<file path="config.mk">
export PLATFORM = sky130hd
export DESIGN_NAME = quantized_work_range_partitioner_unit
export DESIGN_NICKNAME = d
export VERILOG_FILES = /design/src/qwrp_pkg.sv /design/src/qwrp_div.sv /design/src/quantized_work_range_partitioner_unit.sv
export SDC_FILE = /design/constraint.sdc
export NUM_CORES = 2
export LEC_CHECK = 0
export BUFFER_PORTS_ARGS = -buffer_cell sky130_fd_sc_hd__buf_2
export CAP_MARGIN = 20
export CORE_ASPECT_RATIO = 1.5
export CORE_UTILIZATION = 55
export DETAILED_ROUTE_END_ITERATION = 8
export PLACE_DENSITY = 0.8
export SYNTH_ARGS = -nofsm -noshare
export SYNTH_HDL_FRONTEND = slang
export SYNTH_HIERARCHICAL = 1
export SYNTH_SLANG_ARGS = --single-unit
export TNS_END_PERCENT = 20
</file>
<file path="constraint.sdc">
create_clock -name clk -period 10.2 [get_ports clk]
set_input_delay 0 -clock clk [delete_from_list [all_inputs] [get_ports clk]]
set_output_delay 0 -clock clk [all_outputs]
set_load 0.01 [all_outputs]
</file>
<file path="src/qwrp_pkg.sv">
// qwrp_pkg: shared widths, register indexes and reset values for the work range partitioner
// no dependencies

package qwrp_pkg;

	// field widths
	localparam int SIZE_W  = 32;
	localparam int PARTS_W = 7;
	localparam int QUANT_W = 16;
	localparam int CFG_W   = 32;
	localparam int IDX_W   = 2;

	// configuration register indexes
	localparam logic [IDX_W-1:0] REG_MAX_PARTS = 2'd0;
	localparam logic [IDX_W-1:0] REG_PREF      = 2'd1;
	localparam logic [IDX_W-1:0] REG_QUANTUM   = 2'd2;

	// configuration reset values
	localparam logic [PARTS_W-1:0] RST_MAX_PARTS = 7'd8;
	localparam logic [SIZE_W-1:0]  RST_PREF      = 32'd1024;
	localparam logic [QUANT_W-1:0] RST_QUANTUM   = 16'd16;

endpackage

</file>
<file path="src/qwrp_div.sv">
// qwrp_div: restoring divider, one quotient bit per cycle
// depends on qwrp_pkg

module qwrp_div
	import qwrp_pkg::*;
(
	input  logic              clk,
	input  logic              arst_n,
	input  logic              start,
	input  logic [SIZE_W-1:0] dividend,
	input  logic [SIZE_W-1:0] divisor,
	output logic              done,
	output logic [SIZE_W-1:0] quotient
);

	localparam int CNT_W = $clog2(SIZE_W + 1);

	logic [SIZE_W-1:0] rem_q;
	logic [SIZE_W-1:0] quo_q;
	logic [SIZE_W-1:0] dvs_q;
	logic [CNT_W-1:0]  cnt_q;
	logic              busy_q;
	logic              done_q;
	logic [SIZE_W:0]   shifted;
	logic [SIZE_W:0]   diff;

	// trial subtraction of the divisor from the shifted partial remainder
	assign shifted = {rem_q, quo_q[SIZE_W-1]};
	assign diff    = shifted - {1'b0, dvs_q};

	// control: bit counter and done pulse
	always_ff @(posedge clk or negedge arst_n) begin
		if (!arst_n) begin
			busy_q <= 1'b0;
			done_q <= 1'b0;
			cnt_q  <= '0;
		end else begin
			done_q <= 1'b0;
			if (start) begin
				busy_q <= 1'b1;
				cnt_q  <= CNT_W'(SIZE_W);
			end else if (busy_q) begin
				cnt_q <= cnt_q - 1'b1;
				if (cnt_q == CNT_W'(1)) begin
					busy_q <= 1'b0;
					done_q <= 1'b1;
				end
			end
		end
	end

	// datapath: remainder and quotient shift registers
	always_ff @(posedge clk) begin
		if (start) begin
			rem_q <= '0;
			quo_q <= dividend;
			dvs_q <= divisor;
		end else if (busy_q) begin
			if (!diff[SIZE_W]) begin
				rem_q <= diff[SIZE_W-1:0];
				quo_q <= {quo_q[SIZE_W-2:0], 1'b1};
			end else begin
				rem_q <= shifted[SIZE_W-1:0];
				quo_q <= {quo_q[SIZE_W-2:0], 1'b0};
			end
		end
	end

	assign done     = done_q;
	assign quotient = quo_q;

endmodule

</file>
<file path="src/quantized_work_range_partitioner_unit.sv">
// quantized_work_range_partitioner_unit: splits a total size into quantum aligned chunks
// depends on qwrp_pkg and qwrp_div
//
// a total below twice the preferred chunk size goes straight to the emit state as its single chunk;
// otherwise the first chunk waits for three divisions on the shared divider, interleaved with
// three products on the shared multiplier, then one chunk per cycle while the output flows
// one request at a time: the next request is taken once the last chunk is registered
// asynchronous active-low reset clears the sequencer and output valid and loads the config reset values

module quantized_work_range_partitioner_unit
	import qwrp_pkg::*;
#(
	parameter int MAX_CHUNKS = 64
) (
	input  logic               clk,
	input  logic               arst_n,
	// config write port
	input  logic               cfg_we,
	input  logic [IDX_W-1:0]   cfg_index,
	input  logic [CFG_W-1:0]   cfg_data,
	// request stream
	input  logic               s_tvalid,
	output logic               s_tready,
	input  logic [SIZE_W-1:0]  s_tdata,   // [31:0] total_size
	// chunk stream
	output logic               m_tvalid,
	input  logic               m_tready,
	output logic [2*SIZE_W-1:0] m_tdata,  // [31:0] chunk_start, [63:32] chunk_length
	output logic               m_tlast    // final_chunk
);

	// sequencer codes
	localparam logic [3:0] ST_IDLE = 4'd0;
	localparam logic [3:0] ST_W1   = 4'd1;
	localparam logic [3:0] ST_M1   = 4'd2;
	localparam logic [3:0] ST_G2   = 4'd3;
	localparam logic [3:0] ST_W2   = 4'd4;
	localparam logic [3:0] ST_M2   = 4'd5;
	localparam logic [3:0] ST_M3   = 4'd6;
	localparam logic [3:0] ST_M4   = 4'd7;
	localparam logic [3:0] ST_G3   = 4'd8;
	localparam logic [3:0] ST_W3   = 4'd9;
	localparam logic [3:0] ST_EMIT = 4'd10;

	localparam logic [PARTS_W-1:0] CAP_MAX = PARTS_W'(MAX_CHUNKS);

	logic [3:0]         state_q;
	logic [PARTS_W-1:0] max_parts_q;
	logic [SIZE_W-1:0]  pref_q;
	logic [QUANT_W-1:0] quantum_q;

	logic [SIZE_W-1:0]  total_q;
	logic [QUANT_W-1:0] qe_q;
	logic [PARTS_W-1:0] cap_q;
	logic [PARTS_W-1:0] count_q;
	logic [SIZE_W-1:0]  part_q;
	logic [PARTS_W-1:0] extra_q;
	logic [PARTS_W-1:0] idx_q;
	logic [SIZE_W-1:0]  start_q;
	logic [SIZE_W-1:0]  mul_q;

	logic [SIZE_W-1:0]  m_start_q;
	logic [SIZE_W-1:0]  m_len_q;
	logic               m_last_q;
	logic               m_tvalid_q;

	logic [QUANT_W-1:0] qe;
	logic [SIZE_W-1:0]  pe;
	logic [PARTS_W-1:0] cap;
	logic               accept;
	logic               one_chunk;

	logic               div_start;
	logic [SIZE_W-1:0]  div_dividend;
	logic [SIZE_W-1:0]  div_divisor;
	logic               div_done;
	logic [SIZE_W-1:0]  div_quo;

	logic [SIZE_W-1:0]  mul_a;
	logic [QUANT_W-1:0] mul_b;
	logic [SIZE_W+QUANT_W-1:0] mul_p;

	logic               out_free;
	logic               is_last;
	logic [SIZE_W-1:0]  len;

	// config registers
	always_ff @(posedge clk or negedge arst_n) begin
		if (!arst_n) begin
			max_parts_q <= RST_MAX_PARTS;
			pref_q      <= RST_PREF;
			quantum_q   <= RST_QUANTUM;
		end else if (cfg_we) begin
			unique case (cfg_index)
				REG_MAX_PARTS: max_parts_q <= cfg_data[PARTS_W-1:0];
				REG_PREF:      pref_q      <= cfg_data[SIZE_W-1:0];
				REG_QUANTUM:   quantum_q   <= cfg_data[QUANT_W-1:0];
				default: ;
			endcase
		end
	end

	// effective quantum, preferred size and chunk cap
	always_comb begin
		qe  = (quantum_q == '0) ? QUANT_W'(1) : quantum_q;
		pe  = (pref_q < SIZE_W'(qe)) ? SIZE_W'(qe) : pref_q;
		if (max_parts_q == '0)
			cap = PARTS_W'(1);
		else if (max_parts_q > CAP_MAX)
			cap = CAP_MAX;
		else
			cap = max_parts_q;
	end

	assign s_tready  = (state_q == ST_IDLE);
	assign accept    = s_tvalid && s_tready;
	assign one_chunk = (s_tdata >> 1) < pe;

	// divider operand select
	always_comb begin
		div_start    = 1'b0;
		div_dividend = s_tdata;
		div_divisor  = pe;
		unique case (state_q)
			ST_IDLE: div_start = accept && !one_chunk;
			ST_G2: begin
				div_start    = 1'b1;
				div_dividend = total_q;
				div_divisor  = mul_q;
			end
			ST_G3: begin
				div_start    = 1'b1;
				div_dividend = total_q - mul_q;
				div_divisor  = SIZE_W'(qe_q);
			end
			default: ;
		endcase
	end

	qwrp_div u_div (
		.clk      (clk),
		.arst_n   (arst_n),
		.start    (div_start),
		.dividend (div_dividend),
		.divisor  (div_divisor),
		.done     (div_done),
		.quotient (div_quo)
	);

	// shared multiplier operand select, product registered
	always_comb begin
		mul_a = SIZE_W'(count_q);
		mul_b = qe_q;
		unique case (state_q)
			ST_M2: mul_a = div_quo;
			ST_M4: begin
				mul_a = part_q;
				mul_b = QUANT_W'(count_q);
			end
			default: ;
		endcase
		mul_p = mul_a * mul_b;
	end

	always_ff @(posedge clk) begin
		mul_q <= mul_p[SIZE_W-1:0];
	end

	// next chunk length
	assign out_free = !m_tvalid_q || m_tready;
	assign is_last  = (idx_q == count_q - 1'b1);
	always_comb begin
		if (is_last)
			len = total_q - start_q;
		else if (idx_q < extra_q)
			len = part_q + SIZE_W'(qe_q);
		else
			len = part_q;
	end

	// sequencer
	always_ff @(posedge clk or negedge arst_n) begin
		if (!arst_n) begin
			state_q    <= ST_IDLE;
			m_tvalid_q <= 1'b0;
			count_q    <= '0;
			idx_q      <= '0;
		end else begin
			if (m_tready)
				m_tvalid_q <= 1'b0;
			unique case (state_q)
				ST_IDLE: begin
					if (accept) begin
						idx_q <= '0;
						if (one_chunk) begin
							count_q <= PARTS_W'(1);
							state_q <= ST_EMIT;
						end else begin
							state_q <= ST_W1;
						end
					end
				end
				ST_W1: begin
					if (div_done) begin
						count_q <= (div_quo > SIZE_W'(cap_q)) ? cap_q : div_quo[PARTS_W-1:0];
						state_q <= ST_M1;
					end
				end
				ST_M1: state_q <= ST_G2;
				ST_G2: state_q <= ST_W2;
				ST_W2: begin
					if (div_done)
						state_q <= ST_M2;
				end
				ST_M2: state_q <= ST_M3;
				ST_M3: state_q <= ST_M4;
				ST_M4: state_q <= ST_G3;
				ST_G3: state_q <= ST_W3;
				ST_W3: begin
					if (div_done)
						state_q <= ST_EMIT;
				end
				ST_EMIT: begin
					if (out_free) begin
						m_tvalid_q <= 1'b1;
						idx_q      <= idx_q + 1'b1;
						if (is_last)
							state_q <= ST_IDLE;
					end
				end
				default: state_q <= ST_IDLE;
			endcase
		end
	end

	// working registers
	always_ff @(posedge clk) begin
		if (accept) begin
			total_q <= s_tdata;
			qe_q    <= qe;
			cap_q   <= cap;
			start_q <= '0;
			extra_q <= '0;
			part_q  <= '0;
		end
		if (state_q == ST_M3)
			part_q <= mul_q;
		if (state_q == ST_W3 && div_done)
			extra_q <= div_quo[PARTS_W-1:0];
		if (state_q == ST_EMIT && out_free) begin
			m_start_q <= start_q;
			m_len_q   <= len;
			m_last_q  <= is_last;
			start_q   <= start_q + len;
		end
	end

	assign m_tvalid = m_tvalid_q;
	assign m_tdata  = {m_len_q, m_start_q};
	assign m_tlast  = m_last_q;

endmodule
</file>
Word-level counts from Yosys, hierarchy flattened --
Index checks and enable logic that the tools add are counted.
Operators by class: $add $sub $neg 8, multipliers 1, magnitude comparators 5, equality and inequality tests 21, multiplexer cells 45, reductions and logical operators 25
Operator list (number):
- $mux W32 | 9
- $pmux W32 S2 | 3
- $sub A32 B32 Y32 | 2
- $mux W7 | 8
- $pmux W4 S11 | 1
- $sub A33 B32 Y33 | 1
- $add A32 B16 Y32 | 1
- $add A32 B32 Y32 | 1
- $gt A32 B7 Y1 | 1
- $lt A31 B32 Y1 | 1
- $lt A32 B16 Y1 | 1
- $mul A32 B16 Y32 | 1
- $mux W16 | 2
- $mux W4 | 7
- $pmux W7 S2 | 2
- $eq A4 B3 Y1 const B | 4
- $logic_not A16 Y1 | 1
- $eq A4 B4 Y1 const B | 3
- $mux W6 | 2
- $reduce_bool A2 Y1 | 6
- $mux W1 | 10
- $ne A2 B1 Y1 const B | 5
- $eq A4 B2 Y1 const B | 2
- $add A7 B1 Y7 const B | 1
- other kinds (22) | 30
Word-level totals: bits in registers 401, output and inout bits 67, logic and storage cells 129

Depth between registers and ports, before layout --
depth in word-level cells 9, gate-level depth with buffers 34, depth with buffers taken out 28

By module --
Netlist, hierarchy kept.
By module, submodules not included:
- quantized_work_range_partitioner_unit | times used 1, cells an instance 3309, area each 30745.7 um^2, seq. area each 8231.6 um^2
- qwrp_div | times used 1, cells an instance 581, area each 5886.9 um^2, seq. area each 2762.6 um^2

Least setup slack after synthesis --
No wires, ideal clock.
path kind register -> register, start register quantum_q[8], end register u_div.quo_q[0], in the netlist u_div/quotient[0] (enable), setup time 387 ps, data arrival time 7351 ps, path slack 2463 ps, stages on the path, launching flop included 25, path buffers 3, clock period less this slack 7737 ps, cells stage by stage dfrtp_1 -> nor4_1 -> a41o_1 -> and2b_1 -> o21ai_1 -> a221oi_2 -> o21ai_1 -> a41oi_4 -> buf_2 -> mux2i_1 -> ha_1 -> a21o_1 -> a21o_1 -> a21oi_1 -> o21ai_0 -> nand3_1 -> nand2_1 -> nor3_1 -> nor2_1 -> o41ai_4 -> o21ai_0 -> clkbuf_1 -> clkbuf_1 -> nor2_1 -> inv_1
Between the ends: word-level cells in the longest chain between the ends 9
RTL lines:
- start, declared | line quantized_work_range_partitioner_unit.sv:50 | logic [QUANT_W-1:0] quantum_q;
- start signal, assigned | line quantized_work_range_partitioner_unit.sv:97 | REG_QUANTUM: quantum_q <= cfg_data[QUANT_W-1:0];
- $logic_not A16 Y1 (*) | line quantized_work_range_partitioner_unit.sv:105 | qe = (quantum_q == '0) ? QUANT_W'(1) : quantum_q;
- $mux W16 (*) | line quantized_work_range_partitioner_unit.sv:105
- via qe[0] | line quantized_work_range_partitioner_unit.sv:67 | logic [QUANT_W-1:0] qe;
- $lt A32 B16 Y1 | line quantized_work_range_partitioner_unit.sv:106 | pe = (pref_q < SIZE_W'(qe)) ? SIZE_W'(qe) : pref_q;
- $mux W32 (*) | line quantized_work_range_partitioner_unit.sv:106
- $lt A31 B32 Y1 (*) | line quantized_work_range_partitioner_unit.sv:117 | assign one_chunk = (s_tdata >> 1) < pe;
- $logic_not A1 Y1 (*) | line quantized_work_range_partitioner_unit.sv:125 | ST_IDLE: div_start = accept && !one_chunk;
- $logic_and A1 B1 Y1 (*) | line quantized_work_range_partitioner_unit.sv:125
- $pmux W1 S2 (*) | line quantized_work_range_partitioner_unit.sv:124 | unique case (state_q)
- via div_start | line quantized_work_range_partitioner_unit.sv:73 | logic div_start;
- $reduce_bool A2 Y1 (no source line) (*)
- end signal, assigned | line qwrp_div.sv:56 | quo_q <= dividend;
- end signal, assigned | line qwrp_div.sv:61 | quo_q <= {quo_q[SIZE_W-2:0], 1'b1};
- end signal, assigned | line qwrp_div.sv:64 | quo_q <= {quo_q[SIZE_W-2:0], 1'b0};
- end, declared | line qwrp_div.sv:19 | logic [SIZE_W-1:0] quo_q;
Mark *: on every way through the listed nets, which the timed path passes. The rest lies on a longest branch. A chain may end at the register's enable or synchronous reset.

Worst setup path after layout --
start register state_q[2], end register mul_q[31]
Between the ends: word-level cells in the longest chain between the ends 3, elaborated cells between the ends (all ways) 5, classes of those cells mul: 1; eq/ne: 2; mux: 2
RTL lines:
- start, declared | line quantized_work_range_partitioner_unit.sv:47 | logic [3:0] state_q;
- start signal, assigned | line quantized_work_range_partitioner_unit.sv:184 | state_q <= ST_IDLE;
- start signal, assigned | line quantized_work_range_partitioner_unit.sv:197 | state_q <= ST_EMIT;
- start signal, assigned | line quantized_work_range_partitioner_unit.sv:199 | state_q <= ST_W1;
- $eq A4 B3 Y1 | line quantized_work_range_partitioner_unit.sv:154 | unique case (state_q)
- $pmux W32 S2 / $mux W16 (equally long branches) | line quantized_work_range_partitioner_unit.sv:154
- $mul A32 B16 Y32 (*) | line quantized_work_range_partitioner_unit.sv:162 | mul_p = mul_a * mul_b;
- via mul_p[31] | line quantized_work_range_partitioner_unit.sv:81 | logic [SIZE_W+QUANT_W-1:0] mul_p;
- end signal, assigned | line quantized_work_range_partitioner_unit.sv:166 | mul_q <= mul_p[SIZE_W-1:0];
- end, declared | line quantized_work_range_partitioner_unit.sv:60 | logic [SIZE_W-1:0] mul_q;
Marks and branches as above.

==> run metrics <==
Syn-to-layout area delta 9.55%; TNS Setup 0 ns; VDD IR max 0.119 mV; fmax 0.112 GHz; reg2reg end mul_q[31]$_DFF_P_; post-cts repair resize count 0; vias in the first global route 30900; Critical Path AT 9.34 ns; Gate Count Post-Synth 3890; Commonest cells post-synth 518 x inv_1, 433 x nand2_1, 309 x fa_1; fin nets 4654; reg-to-reg setup timing slack 1.29 ns; final wirelength 108000 µm; Root Buffer clkbuf_16; maxcap violations 0; initial antenna violation count 4; Slowest Stage Delay on Critical Path 0.60 ns; # port buffers 137; Worst Tran Pin Value 1.22 ns; CTS Buf Count 41; area leader, netlist edfxtp_1; final max-slew violation count 0; clock buffer depth 3; DR vias/cell 6.15; CTS sink count 401; worst reg-to-reg path cell count 29; power per cell area 98.2 nW/µm²; Max FO, Critical Path 63; via count 30300; RR Startpoint state_q[2]$_DFFE_PN0P_; starting density of the core 0.557; Final Hold Vio Count 0; gpl congestion 1.00; WHS Endpoint state_q[1]$_DFFE_PN0P_; core area 65800 µm²; DR iter-0 viols 2923; Avg Inst Size Synth 9.42 µm²; number of synthesized flops with an enable pin 255; Leak 18.0 nW; mean routed wirelength per cell 22.0 µm; flops & latches, synth 401; I/O Pins 138; Syn Std Cell Area 36600 µm²; die area 67700 µm²; Final Skew 0.0265 ns; total global-route track usage 0.328; first-pass GRT wire length 169000 µm; fin area 40100 µm²; Antenna Nets Post-Route 0; Synth area leaders edfxtp_1 21%, fa_1 17%, ha_1 9.2%; layout cell share with drive strength beyond 1 0.0924; asr flop ratio synth 0.204; fillers 5230; post-synth cell types 89; row cnt 115; DP Area 38100 µm²; cell with the most instances after synthesis inv_1; CTS tree yes; cts hold-fix bufs 70; Chip Height 318 µm; Final HPWL DP 85000 µm; Slew HR 0.190; crit-path most repeated cell fa_1; Mapped Nets 4538; Hold Crit Depth 5; CP max-delay cell and2_1; hold path start s_tvalid; clk_lat worst skew 0.58 ns; clock slew at reported path FFs 0.06 ns; Critical Setup Path Class flip-flop to flip-flop; period utilization 0.873; Finish-stage setup viols 0; HP Class input pin to flip-flop; CP startpoint kind flip-flop; status finished, final reports clean; Worst Path Required 10.64 ns; Crit. End Element flip-flop; residual DRC count 0; min Tclk post-route 8.91 ns; top cell type's share of synthesized area 0.209; ys flop type edfxtp_1; largest net degree at the start of global routing 69; TritonRoute pass-1 iters 8; Seq/Total Area, Yosys 0.300; Yosys warnings 6; RSZ-0062 raised after global routing false; die width 213 µm; H-tree levels 2; remaining global-route overflow 0; post-CTS setup buffer count 0
## layout by cell type, fill, tap and decap left out, types with 16 or more instances in the layout
cell type / count
nor4_1: 16
nand2b_1: 42
xor2_1: 77
nand3_1: 65
nand4_1: 29
a21o_1: 93
o21bai_1: 23
dlygate4sd3_1: 69
nor2_1: 294
a31oi_1: 19
edfxtp_1: 255
xnor2_1: 120
a22oi_1: 46
mux2_2: 89
mux2i_1: 48
dfxtp_1: 64
o21a_1: 22
nor3_1: 50
a311oi_1: 31
nor2b_1: 28
and3_1: 88
clkbuf_16: 43
a211oi_1: 29
buf_2: 136
buf_4: 34
ha_1: 268
inv_1: 517
o21ai_0: 154
nand2_1: 433
and2_1: 38
o31ai_1: 22
dfrtp_1: 78
fa_1: 309
a21oi_1: 166
## flip-flops by register name, indices dropped and copies added (netlist names), 16 cells and up
signal          cells
m_start_q          32
u_div/rem_q        32
part_q             32
start_q            32
mul_q              32
qe_q               16
u_div/quotient     32
u_div/dvs_q        32
total_q            32
m_len_q            32
quantum_q          16
pref_q             32
## worst max path at each step
stage | start | endpoint | slack (ns) | cells past startpoint
after detailed placement | state_q[2]$_DFFE_PN0P_ | mul_q[31]$_DFF_P_ | 1.45 | 29
after global routing | state_q[2]$_DFFE_PN0P_ | mul_q[31]$_DFF_P_ | 0.74 | 29
after global placement | state_q[2]$_DFFE_PN0P_ | mul_q[31]$_DFF_P_ | 1.66 | 26
after CTS | state_q[2]$_DFFE_PN0P_ | mul_q[31]$_DFF_P_ | 1.38 | 29
final | state_q[2]$_DFFE_PN0P_ | mul_q[31]$_DFF_P_ | 1.29 | 29
after floorplan | quantum_q[8]$_DFFE_PN0P_ | u_div/quotient[0]$_DFFE_PP_ | 2.46 | 24
## critical path, delay by kind of cell (launching register included)
kind	cells	cell delay, ns
adder cells (fa/ha/maj)	7	3.56
buffers and inverters	7	1.07
AO/OA/AOI/OAI	7	1.52
AND/OR/NAND/NOR	7	1.89
flip-flops	1	0.53
XOR/XNOR	1	0.16
## cell families after synthesis
group,after synthesis,synth area share
buffers and inverters,686,0.0708
and+or+nand+nor,1145,0.143
muxes,137,0.0405
adders and majority gates,577,0.260
DFF,401,0.300
AOI/OAI and AO/OA,745,0.137
xor gates and xnor gates,199,0.0480
## power breakdown
part	internal (W)	total [W]	switching, W
registers	0.00181	0.00190	0.0000903
clock network	0.000822	0.00154	0.000714
logic	0.000218	0.000505	0.000287
total	0.00285	0.00394	0.00109
## per-layer routing
metal	routed length, µm	vias to the layer above	global-route usage
met4	9400	2	0.242
met2	53300	1595	0.561
met3	8810	527	0.0559
li1	-	13500	-
met5	12	-	0
met1	36600	14600	0.362
## layout make-up
class,count,area (µm²),area share
clock inverter,26,226,0.00564
clock buffer,49,1110,0.0276
tap,877,1100,0.0273
timing repair buffer,240,1650,0.0410
antenna,4,10.0,0.000249
multi-input combinational,2803,23100,0.576
sequential,401,11000,0.274
inverter,519,1950,0.0485
## per-stage QoR
step                      hold slack [ns]  total power (W)  utilization  worst slack [ns]  std cells
after CTS                         0.00665          0.00393        0.610              1.38       4915
after global routing                0.101          0.00406        0.610             0.745       4915
final                              0.0544          0.00394        0.610              1.29       4919
after floorplan                    -0.296          0.00221            -              2.46       3890
after global placement            0.00558          0.00237        0.579              1.66       4769
after detailed placement           0.0145          0.00239        0.579              1.45       4770
(Power assumes the default switching activity.)
